$ cat src/abr_pkg.sv
// Shared types and helpers for the alternating-bit frame receiver.
// Holds the item structures and the ones-complement add; no dependencies.
package abr_pkg;

    localparam int unsigned WordBits = 16;

    // One received word with its frame side-band fields.
    typedef struct packed {
        logic [WordBits-1:0] frame_sum;
        logic                seq_bit;
        logic                word_last;
        logic [WordBits-1:0] data_word;
    } in_item_t;

    // One acknowledgement result.
    typedef struct packed {
        logic accepted;
        logic ack_bit;
    } result_t;

    // Handshake between the input register and the checking stage.
    typedef struct packed {
        logic valid;
        logic advance;
    } stage_ctrl_t;

    // 16-bit ones-complement add with end-around carry.
    function automatic logic [WordBits-1:0] oc_add(
        input logic [WordBits-1:0] a,
        input logic [WordBits-1:0] b
    );
        logic [WordBits:0] wide;
        wide = {1'b0, a} + {1'b0, b};
        return wide[WordBits-1:0] + {{(WordBits-1){1'b0}}, wide[WordBits]};
    endfunction

endpackage

$ cat src/abr_in_reg.sv
// Input register of the frame receiver: captures one item per cycle while the checking stage advances.
// Depends on abr_pkg for the item structure.
module abr_in_reg
    import abr_pkg::*;
(
    input  logic        aclk,
    input  logic        aresetn,
    input  logic        s_valid,
    output logic        s_ready,
    input  in_item_t    s_item,
    input  logic        advance,
    output logic        valid,
    output in_item_t    item
);

    logic     valid_reg;
    logic     valid_next;
    in_item_t item_reg;

    // The register frees up when its item moves on in the same cycle.
    assign s_ready    = !valid_reg || advance;
    assign valid_next = s_ready ? s_valid : valid_reg;

    always_ff @(posedge aclk) begin
        if (!aresetn) begin
            valid_reg <= 1'b0;
        end else begin
            valid_reg <= valid_next;
        end
    end

    // Payload is loaded whenever a new item is taken.
    always_ff @(posedge aclk) begin
        if (s_ready && s_valid) begin
            item_reg <= s_item;
        end
    end

    assign valid = valid_reg;
    assign item  = item_reg;

endmodule

$ cat src/abr_check.sv
// Checking stage: running ones-complement sum, expected sequence bit and
// the accept decision on the last word. Depends on abr_pkg.
module abr_check
    import abr_pkg::*;
(
    input  logic        aclk,
    input  logic        aresetn,
    input  logic        in_valid,
    input  in_item_t    in_item,
    input  logic        out_ready,
    output stage_ctrl_t ctrl,
    output logic        res_valid,
    output result_t     res
);

    logic [WordBits-1:0] sum_reg;
    logic [WordBits-1:0] sum_next;
    logic                exp_seq_reg;
    logic                exp_seq_next;
    logic [WordBits-1:0] total;
    logic                good;
    logic                fire;

    // A word that ends a frame needs room in the result register.
    assign fire         = in_valid && (!in_item.word_last || out_ready);
    assign ctrl.valid   = in_valid;
    assign ctrl.advance = fire;

    assign total = oc_add(sum_reg, in_item.data_word);
    assign good  = (in_item.seq_bit == exp_seq_reg) && ((~total) == in_item.frame_sum);

    // Next state and the result of a completed frame.
    always_comb begin
        sum_next     = sum_reg;
        exp_seq_next = exp_seq_reg;
        res.ack_bit  = exp_seq_reg;
        res.accepted = good;
        if (good) begin
            res.ack_bit = !in_item.seq_bit;
        end
        if (fire) begin
            if (in_item.word_last) begin
                sum_next = '0;
                if (good) begin
                    exp_seq_next = !exp_seq_reg;
                end
            end else begin
                sum_next = total;
            end
        end
    end

    assign res_valid = fire && in_item.word_last;

    always_ff @(posedge aclk) begin
        if (!aresetn) begin
            sum_reg     <= '0;
            exp_seq_reg <= 1'b0;
        end else begin
            sum_reg     <= sum_next;
            exp_seq_reg <= exp_seq_next;
        end
    end

    // The sum restarts after every frame, good or bad.
    a_sum_cleared: assert property (@(posedge aclk) disable iff (!aresetn)
        res_valid |=> sum_reg == '0)
        else $error("running sum not cleared after frame end");

    // The expected bit only moves on a frame end.
    a_seq_held: assert property (@(posedge aclk) disable iff (!aresetn)
        !res_valid |=> $stable(exp_seq_reg))
        else $error("expected sequence bit changed mid-frame");

    // An accepted frame toggles the expected bit.
    a_seq_toggle: assert property (@(posedge aclk) disable iff (!aresetn)
        res_valid && res.accepted |=> exp_seq_reg != $past(exp_seq_reg))
        else $error("accepted frame did not toggle expected bit");

    // A rejected frame acknowledges with the expected bit.
    a_reject_ack: assert property (@(posedge aclk) disable iff (!aresetn)
        res_valid && !res.accepted |-> res.ack_bit == exp_seq_reg)
        else $error("rejected frame acknowledged with wrong bit");

endmodule

$ cat src/alternating_bit_receiver.sv
// Alternating-bit frame receiver with a ones-complement checksum check.
// A frame's last word is taken into the input register, and its result is then
// taken into the result register behind the check stage and offered on m_tvalid.
// Throughput: one word per cycle; the end-around add and compare are combinational
// between the input register and the result register. A last word waits
// in the input register while an earlier result is still held by m_tready.
// Reset (aresetn low, synchronous) clears the sum, the expected bit to zero,
// and empties both registers.
module alternating_bit_receiver
    import abr_pkg::*;
(
    input  logic        aclk,
    input  logic        aresetn,
    input  logic        s_tvalid,
    output logic        s_tready,
    input  logic [31:0] s_tdata,   // [15:0] data_word, [31:16] frame_sum
    input  logic        s_tlast,   // word_last
    input  logic        s_tuser,   // [0] seq_bit
    output logic        m_tvalid,
    input  logic        m_tready,
    output logic [7:0]  m_tdata    // [0] ack_bit, [1] accepted, [7:2] zero
);

    in_item_t    s_item;
    in_item_t    st_item;
    logic        st_valid;
    stage_ctrl_t ctrl;
    logic        res_valid;
    result_t     res;
    logic        out_ready;
    logic        m_valid_reg;
    logic        m_valid_next;
    result_t     m_res_reg;

    assign s_item.data_word = s_tdata[15:0];
    assign s_item.frame_sum = s_tdata[31:16];
    assign s_item.word_last = s_tlast;
    assign s_item.seq_bit   = s_tuser;

    abr_in_reg u_in_reg (
        .aclk    (aclk),
        .aresetn (aresetn),
        .s_valid (s_tvalid),
        .s_ready (s_tready),
        .s_item  (s_item),
        .advance (ctrl.advance),
        .valid   (st_valid),
        .item    (st_item)
    );

    abr_check u_check (
        .aclk      (aclk),
        .aresetn   (aresetn),
        .in_valid  (st_valid),
        .in_item   (st_item),
        .out_ready (out_ready),
        .ctrl      (ctrl),
        .res_valid (res_valid),
        .res       (res)
    );

    // Result register: takes a new item when empty or being drained.
    assign out_ready    = !m_valid_reg || m_tready;
    assign m_valid_next = out_ready ? res_valid : m_valid_reg;

    always_ff @(posedge aclk) begin
        if (!aresetn) begin
            m_valid_reg <= 1'b0;
        end else begin
            m_valid_reg <= m_valid_next;
        end
    end

    always_ff @(posedge aclk) begin
        if (out_ready && res_valid) begin
            m_res_reg <= res;
        end
    end

    assign m_tvalid = m_valid_reg;
    assign m_tdata  = {6'b0, m_res_reg.accepted, m_res_reg.ack_bit};

endmodule

$ cat config.mk
export PLATFORM = sky130hd
export DESIGN_NAME = alternating_bit_receiver
export DESIGN_NICKNAME = d
export VERILOG_FILES = /design/src/abr_pkg.sv /design/src/abr_in_reg.sv /design/src/abr_check.sv /design/src/alternating_bit_receiver.sv
export SDC_FILE = /design/constraint.sdc
export NUM_CORES = 1
export LEC_CHECK = 0
export CAP_MARGIN = 20
export CORE_MARGIN = 3
export CORE_UTILIZATION = 57
export CTS_CLUSTER_DIAMETER = 150
export DETAILED_ROUTE_END_ITERATION = 6
export DONT_BUFFER_PORTS = 1
export PLACE_DENSITY = 0.72
export SLEW_MARGIN = 10
export SYNTH_ARGS = -nofsm -noshare
export SYNTH_HDL_FRONTEND = slang
export SYNTH_SLANG_ARGS = --single-unit
export TNS_END_PERCENT = 5
$ cat constraint.sdc
create_clock -name aclk -period 6.11 [get_ports aclk]
set_input_delay 0.611 -clock aclk [delete_from_list [all_inputs] [get_ports aclk]]
set_output_delay 0.611 -clock aclk [all_outputs]
set_load 0.05 [all_outputs]
Yosys cells after proc, flatten, opt, wreduce, memory -nomap -nowiden. Index checks and enable logic that the tools add are counted.

Multiplexer cells: 2. Add/sub/neg operators: 2. Bitwise logic cells: 1. Reductions and logical operators: 14. Equal/unequal tests: 2.

Operator list (number): 16-bit by 16-bit adder with 17-bit output (1); 16-bit by 1-bit adder with 16-bit output (1); 16-bit == test (1); 16-bit two-way mux (1); 16-bit inverter (1); 1-bit logical AND (5); 1-bit logical NOT (5); 1-bit logical OR (3); 3-bit AND reduction (1); 1-bit == test (1); 1-bit two-way mux (1).

Word-level logic and storage cells: 31. Bits in registers: 55. Output and inout bits: 10. Bits of input ports: 38.

Depth between registers and ports, before layout. Gate-level depths: netlist (run 1).

Depth in word-level cells: 6. Mapped depth: 23. Mapped depth without buffers: 23.

Cells and area by module. Synthesis (run 1) repeated with hierarchy kept, for this count alone.

Cells, all modules: 336. Area, all modules: 3608.5 um2.

Modules (own cells, without submodules): abr_check (times used 1, seq. area each 340.3 um2, area an instance 2363.5 um2, cells each 283); abr_in_reg (times used 1, seq. area each 1041.0 um2, area an instance 1078.5 um2, cells each 39); alternating_bit_receiver (times used 1, seq. area each 80.1 um2, area an instance 166.4 um2, cells each 14).

Worst setup path after synthesis (run 1). Ideal clock, no wire load.

Path type: flip-flop to flip-flop. Start: register u_in_reg.item_reg (netlist bit u_in_reg.item[0]). End: register m_res_reg (netlist bit m_tdata[0]), data pin. Arrival: 4.827 ns. Required time: 5.851 ns. Clock period less this slack: 5.086 ns. Path slack: 1.024 ns. Path buffers: 0. Cell stages (with the launch flop): 24. Library setup time: 0.259 ns. Path through: edfxtp_1 -> ha_1 -> inv_1 -> fa_1 -> nand2b_1 -> a21o_1 -> a21boi_0 -> nor2_1 -> nor2_1 -> o21ai_0 -> a21oi_1 -> o21ai_0 -> nand2b_1 -> ha_1 -> nor2b_1 -> nand2b_1 -> nor3_4 -> and4_4 -> xnor3_1 -> or4_1 -> or4_4 -> a2111oi_4 -> nand2_1 -> mux2i_1.

RTL lines: start: declaration (RTL line abr_in_reg.sv:18) `in_item_t item_reg;`; start signal: assignment (RTL line abr_in_reg.sv:35) `item_reg <= s_item;`; end signal: assignment (RTL line alternating_bit_receiver.sv:76) `m_res_reg <= res;`; end: declaration (RTL line alternating_bit_receiver.sv:33) `result_t m_res_reg;`.

==> metrics.md, run 1 <==
| Metric | Value |
|---|---|
| Status | `finished, final reports clean` |
| Setup slack after layout | `0.415 ns` |
| Final worst-path cycle share | `93.2%` |
| # setup viols final | `0` |
| P per Cell Area | `between 200 and 250 nW/µm²` |
| Number of inserted diodes | `0` |
| Slew headroom | `49.2%` |
| Setup tns final | `0 ns` |
| Yosys warnings | `0` |
| Clk slew on worst S/H paths | `0.10 ns` |
| Area grow syn2layout | `5.55%` |
| RSZ-0062 raised after global routing | `no` |
| Maximum achievable frequency | `~180 MHz` |
| Met2 wire length | `3.37 mm` |
| Placer Congestion | `0.884` |
| Worst-Skew Late Latency | `~0.31 ns` |
| Fill cells | `between 400 and 500` |
| Post-DR wirelength/cell | `16.6 µm` |
| Crit-path max cell delay | `0.56 ns` |
| Clock Tree Buf Depth | `2` |
| Met1 WL | `3.43 mm` |
| Worst Setup Start Kind | `flop` |
| Total number of vias | `2,709` |
| CTS resizes | `0` |
| Distinct cell type count after synthesis | `63` |
| Slowest CP cell | `or4_4` |
| Seq cells post-synth | `55` |
| Die H | `85.8 µm` |
| Final Util | `63.2%` |
| Crit path max fanout | `6` |
| Layout cell share with drive strength beyond 1 | `7.80%` |
| Maximum VDD drop | `0.000148 V` |
| Min-Delay Path Class | `input port to flop` |
| Worst Hold Margin | `0.382 ns` |
| Max reg flops | `34` |
| Final hold vios | `0` |
| WP buf/inv | `1` |
| CP dominant cell by count | `nand2b_1` |
| Core area | `6060 µm²` |
| WP data arrival | `5.77 ns` |
| Leading area contributor after synthesis | `edfxtp_1` |
| Post-synth EDFFs | `36` |
| IO Count | `48` |
| Die area | `7360 µm²` |
| Top cells by area, synth | `edfxtp_1, dfxtp_1, ha_1` |
| Async S/R FF share, synth | `0%` |
| Initial DRC count | `228` |
| Vias in the first global route | `2,543` |
| Post-DRT Antenna Nets | `0` |
| Initial antenna violation count | `0` |
| Post-synth top flop | `edfxtp_1` |
| Vias/cell | `6.24` |
| Top Layer Used | `met4` |
| Post-CTS setup buffers | `0` |
| Largest net degree at the start of global routing | `35` |
| Worst-Margin Slew | `0.759 ns` |
| Remaining Overflow, GRT | `0` |
| Leakage power | `0.00150 µW` |
| Sequential-to-total area share from yosys stat | `40.3%` |
| # hold bufs at CTS | `0` |
| Root Driver | `clkbuf_8` |
| Worst slack at placement | `0.473 ns` |
| Dpl hpwl | `5.44 mm` |
| DP Area | `3680 µm²` |
| Mean Syn Cell Area | `10.1 µm²` |
| Clock skew | `between 0.007 and 0.008 ns` |
| Post-Synthesis Cells | `360` |
| Yosys top cell area share | `29.8%` |
| Cell area after layout | `3830 µm²` |
| Core Rows | `28` |
| Nature of the critical path endpoint | `flop` |
| CP Cell Sequence | `ha_1 -> inv_1 -> fa_1 -> nand2b_1 -> a21o_1 -> a21boi_0 -> nor2_1 -> nor2_1 -> o21ai_0 -> a21oi_1 -> o21ai_0 -> nand2b_1 -> ha_1 -> nor2b_1 -> nand2b_1 -> nor3_4 -> and4_4 -> xnor3_1 -> or4_1 -> or4_4 -> a2111oi_4 -> nand2_1 -> mux2i_1` |
| PortBufs | `0` |
| Delay-heaviest family, CP | `simple AND/OR/NAND/NOR gates` |
| Cell Area, Synth | `between 3000 and 4000 µm²` |
| H-tree depth | `2` |
| CTS buffer count | `5` |
| First-pass GRT wire length | `11.8 mm` |
| CTS tree | `done` |
| Max-Cap Viols | `0` |
| Die Span X | `roughly 86 µm` |
| Detailed-route DRC error count | `0` |
| Total GRT Usage | `20.2%` |
| Initial Util | `~60%` |
| Setup CP Type | `flop to flop` |
| CP required | `6.18 ns` |
| Sink Count | `55` |
| Post-layout min period | `around 5.7 ns` |
| DRT Wirelength | `7.19 mm` |
| Max-slew violation count | `0` |
| Drt pass-1 iters | `5` |
| Final net count | `415` |
| Met3 WL post-DR | `327 µm` |
-- per-layer routing --
metal  global-route usage [%]  vias to the layer above
met1                     27.7                     1263
li1                         -                     1346
met5                        0                        -
met4                     5.32                        0
met2                     33.3                       93
met3                     3.46                        7
-- stage by stage --
stage	power, µW	cells
2_1_floorplan	580	365
3_3_place_gp	609	424
3_5_place_dp	610	425
4_1_cts	861	433
5_1_grt	896	434
6_report	857	434
-- where the power goes --
part / internal, µW / leakage (µW) / switching [µW]
combinational: 75.5 / 0.000932 / 103
sequential: 415 / 0.000506 / 11.4
clock: 126 / 0.0000607 / 126
-- final cells by class --
cell class                      count  area [µm²]  share of cell area, %
Inverter                           13        48.8                   1.27
Clock inverter                      3        50.0                   1.31
Sequential cell                    55        1460                   38.1
Timing Repair Buffer                2        38.8                   1.01
Tap cell                           75        93.8                   2.45
Clock buffer                        5        68.8                   1.80
Multi-Input combinational cell    281        2070                   54.0
-- final timing paths --
| path | startpoint | cells after the start | slack [ns] | endpoint |
|---|---|---|---|---|
| worst max-delay path | u_check.sum_reg[0]$_SDFFE_PN0P_ | 23 | 0.41 | m_tdata[0]$_DFFE_PP_ |
| worst min-delay path | s_tdata[24] | 0 | 0.38 | u_in_reg.item[26]$_DFFE_PP_ |
| worst max register to register | u_check.sum_reg[0]$_SDFFE_PN0P_ | 23 | 0.41 | m_tdata[0]$_DFFE_PP_ |
| worst min register to register | u_check.sum_reg[0]$_SDFFE_PN0P_ | 2 | 0.47 | u_check.sum_reg[0]$_SDFFE_PN0P_ |
-- logic make-up after synthesis --
kind of cell / synth area share, %
simple gates: 19.9
compound gates: 17.0
flops: 40.3
xor+xnor: 10.9
buf+inv: 3.65
fa+ha+maj: 6.76
mux: 1.45
other cells: 0.103
-- cell usage after synthesis, types with 10 or more instances --
library cell   n
nor2_1        31
nor3_1        11
edfxtp_1      36
a21oi_1       24
inv_1         12
nand3_1       14
xor2_1        10
a22oi_1       14
nand2_1       21
ha_1          18
o21ai_0       13
xnor2_1       10
dfxtp_1       19
-- worst register-to-register path: stages (launching register included) --
cell	delay, ns
dfxtp_1	0.35
ha_1	0.18
inv_1	0.06
fa_1	0.40
nand2b_1	0.20
a21o_1	0.25
a21boi_0	0.33
nor2_1	0.12
nor2_1	0.09
o21ai_0	0.08
a21oi_1	0.15
o21ai_0	0.09
nand2b_1	0.14
ha_1	0.16
nor2b_1	0.20
nand2b_1	0.17
nor3_4	0.23
and4_4	0.27
xnor3_1	0.29
or4_1	0.52
or4_4	0.56
a2111oi_4	0.33
nand2_1	0.14
mux2i_1	0.13
-- layout by cell type, fill, tap and decap left out, types with 2 or more instances in the layout --
master and n:
o21a_1 5, xor2_1 10, a21o_1 9, and3_1 2
a21oi_1 24, or2_2 3, mux2_2 2, nor2_1 31
nor4b_1 5, nand4_1 7, nand3b_1 2, nor3_1 11
mux2i_1 3, and4_2 2, xnor3_1 8, ha_1 18
a31oi_1 3, dfxtp_1 19, xnor2_1 10, inv_1 12
edfxtp_1 36, nand2b_1 6, a211oi_1 6, a22oi_1 14
o21ai_0 13, or3_1 4, nor2b_1 3, and4_1 2
a211o_1 2, nor3b_1 3, conb_1 6, o211ai_1 2
and2_1 3, clkbuf_8 5, nand2_1 21, nor4_1 2
nand3_1 14, a21boi_0 2
No activity file was read; power rests on OpenSTA's default activity.
==> run 2: changes to the inputs <==
REMOVE_ABC_BUFFERS = 1   (was unset)
==> run 2 against run 1 <==
Flip-flop and latch count is the same. Highest routed layer unchanged. Count of clock-buffer cells in the layout increased by 1. Routed wire length increased by 4.4%. Global-route usage grew 1.1 points. Critical path depth did not move. Hold slack better by 0.0012 ns. Utilization shrank 0.31 points. Final area down 0.49%.
==> metrics.md, run 2 (synthesis results as in run 1) <==
| Metric | Value |
|---|---|
| Status | `finished, final reports clean` |
| Reg power frac | `51.4% (+1.6 points)` |
| CP dominant cell by count | `nand2b_1` |
| Core area | `6060 µm² (unchanged)` |
| Area grow syn2layout | `5.03%` |
| Post-CTS setup buffers | `0 (unchanged)` |
| Vias in the first global route | `2,568 (+0.98%)` |
| Sink Count | `55 (unchanged)` |
| Die H | `85.8 µm (unchanged)` |
| Die area | `7360 µm² (unchanged)` |
| Post-DRT Antenna Nets | `0 (unchanged)` |
| Final Util | `62.9% (-0.31 points)` |
| Final net count | `415 (unchanged)` |
| Total GRT Usage | `21.3% (+1.1 points)` |
| Maximum VDD drop | `0.000160 V (+8.2%)` |
| # hold bufs at CTS | `0 (unchanged)` |
| Total number of vias | `2,694 (-0.55%)` |
| Max-slew violation count | `0 (unchanged)` |
| Nature of the critical path endpoint | `flop` |
| Worst-Skew Late Latency | `0.31 ns (about the same)` |
| WP data arrival | `5.68 ns (-0.09 ns)` |
| IO Count | `48 (unchanged)` |
| Clk slew on worst S/H paths | `0.10 ns (about the same)` |
| Setup CP Type | `flop to flop` |
| Vias/cell | `6.21 (-0.55%)` |
| Worst-Margin Slew | `0.758 ns (-0.000223 ns)` |
| Post-DR wirelength/cell | `17.3 µm (+4.4%)` |
| Final worst-path cycle share | `91.7% (-1.5 points)` |
| Max reg flops | `34 (unchanged)` |
| Int Power | `586 µW (-5.1%)` |
| Crit path max fanout | `6 (unchanged)` |
| Clock share of power | `27.0% (-2.4 points)` |
| Commonest non-fill, non-tap cell in the layout | `edfxtp_1` |
| CTS buffer count | `5 (unchanged)` |
| Crit-path max cell delay | `0.56 ns (about the same)` |
| Root Driver | `clkbuf_8` |
| Core Rows | `28 (unchanged)` |
| Switching Share | `29.4% (+1.4 points)` |
| Initial Util | `59.9% (unchanged)` |
| Max-Cap Viols | `0 (unchanged)` |
| Dpl hpwl | `5.55 mm (+2.1%)` |
| First-pass GRT wire length | `12.3 mm (+3.8%)` |
| Worst Setup Start Kind | `flop` |
| Cell area after layout | `3810 µm² (-0.49%)` |
| Net switching power | `244 µW (+1.8%)` |
| Maximum achievable frequency | `178 MHz (+1.6%)` |
| DP Area | `3680 µm² (unchanged)` |
| Min-Delay Path Class | `input port to flop` |
| Slew headroom | `49.3% (+0.079 points)` |
| Leakage power | `0.00149 µW (-0.56%)` |
| Worst slack at placement | `0.539 ns (+0.0659 ns)` |
| Placer Congestion | `0.894 (+1.2%)` |
| Most frequent cells in the layout | `edfxtp_1, nor2_1, a21oi_1` |
| Setup slack after layout | `0.507 ns (+0.0920 ns)` |
| Die Span X | `85.8 µm (unchanged)` |
| # setup viols final | `0 (unchanged)` |
| Post-layout min period | `5.60 ns (-0.0920 ns)` |
| Setup tns final | `0 ns (unchanged)` |
| Delay-heaviest family, CP | `simple AND/OR/NAND/NOR gates` |
| Initial DRC count | `181 (-21%)` |
| Clock skew | `0.00427 ns (-0.00300 ns)` |
| PortBufs | `0 (unchanged)` |
| Final hold vios | `0 (unchanged)` |
| DRT Wirelength | `7.50 mm (+4.4%)` |
| H-tree depth | `2 (unchanged)` |
| CTS resizes | `0 (unchanged)` |
| Slowest CP cell | `or4_4` |
| Layout cell share with drive strength beyond 1 | `7.80% (unchanged)` |
| CTS tree | `done` |
| CP required | `6.18 ns (about the same)` |
| Drt pass-1 iters | `4 (-1)` |
| Initial antenna violation count | `0 (unchanged)` |
| CP Cell Sequence | `ha_1 -> inv_1 -> fa_1 -> nand2b_1 -> a21o_1 -> a21boi_0 -> nor2_1 -> nor2_1 -> o21ai_0 -> a21oi_1 -> o21ai_0 -> nand2b_1 -> ha_1 -> nor2b_1 -> nand2b_1 -> nor3_4 -> and4_4 -> xnor3_1 -> or4_1 -> or4_4 -> a2111oi_4 -> nand2_1 -> mux2i_1` |
| Detailed-route DRC error count | `0 (unchanged)` |
| Clock Tree Buf Depth | `2 (unchanged)` |
| P per Cell Area | `218 nW/µm² (-2.7%)` |
| Final Total Pwr | `830 µW (-3.1%)` |
| Number of inserted diodes | `0 (unchanged)` |
| WP buf/inv | `1 (unchanged)` |
| Remaining Overflow, GRT | `0 (unchanged)` |
| Gate power share | `21.6% (+0.8 points)` |
| RSZ-0062 raised after global routing | `no` |
| Largest net degree at the start of global routing | `35 (unchanged)` |
-- run 2: cell types whose count changed in the layout (fill, tap and decap cells not counted), sizes merged --
cell,previous run,this run
bufinv,1,0
clkbuf,5,6
-- run 2: through the flow --
stage          std cells  hold WS (ns)
6_report             434         0.384
3_5_place_dp         425         0.452
3_3_place_gp         424         0.448
5_1_grt              434         0.366
4_1_cts              433         0.378
2_1_floorplan        349         0.436
-- run 2: final cells by class --
class,count,area (µm²)
fill,502,2250
multi-input combinational,281,2070
sequential,55,1460
tap,75,93.8
clock buffer,6,82.6
inverter,13,48.8
timing repair buffer,2,38.8
clock inverter,2,17.5
-- run 2: power groups by stage --
stage          clock (µW)  combinational, µW  sequential [µW]
5_1_grt               240                197              429
3_5_place_dp            0                175              435
3_3_place_gp            0                173              435
6_report              224                179              427
2_1_floorplan           0                143              432
4_1_cts               227                176              427
-- run 2: path summary, 6_finish.rpt --
check | from | endpoint | slack, ns | cells after the start
worst min-delay path | s_tdata[3] | u_in_reg.item[3]$_DFFE_PP_ | 0.38 | 0
worst max-delay path | u_in_reg.item[0]$_DFFE_PP_ | m_tdata[0]$_DFFE_PP_ | 0.51 | 23
worst min register to register | u_check.sum_reg[0]$_SDFFE_PN0P_ | u_check.sum_reg[0]$_SDFFE_PN0P_ | 0.47 | 2
worst max register to register | u_in_reg.item[0]$_DFFE_PP_ | m_tdata[0]$_DFFE_PP_ | 0.51 | 23
-- run 2: layer usage --
metal  GRT usage, %  vias up  part of all wire, %  routed length [µm]
met5              0        -                    0                   0
met4           6.04        0                  1.6                 117
met3           5.28       11                  7.1                 535
met2           33.4       85                   44                3280
met1           29.4     1255                   48                3570
li1               -     1343                    -                   -
-- run 2: worst reg2reg max path: stages, from the launching register on --
cell	delay (ns)
edfxtp_1	0.34
ha_1	0.19
inv_1	0.07
fa_1	0.41
nand2b_1	0.20
a21o_1	0.24
a21boi_0	0.32
nor2_1	0.12
nor2_1	0.11
o21ai_0	0.09
a21oi_1	0.15
o21ai_0	0.08
nand2b_1	0.13
ha_1	0.16
nor2b_1	0.19
nand2b_1	0.15
nor3_4	0.21
and4_4	0.26
xnor3_1	0.28
or4_1	0.51
or4_4	0.56
a2111oi_4	0.32
nand2_1	0.13
mux2i_1	0.14
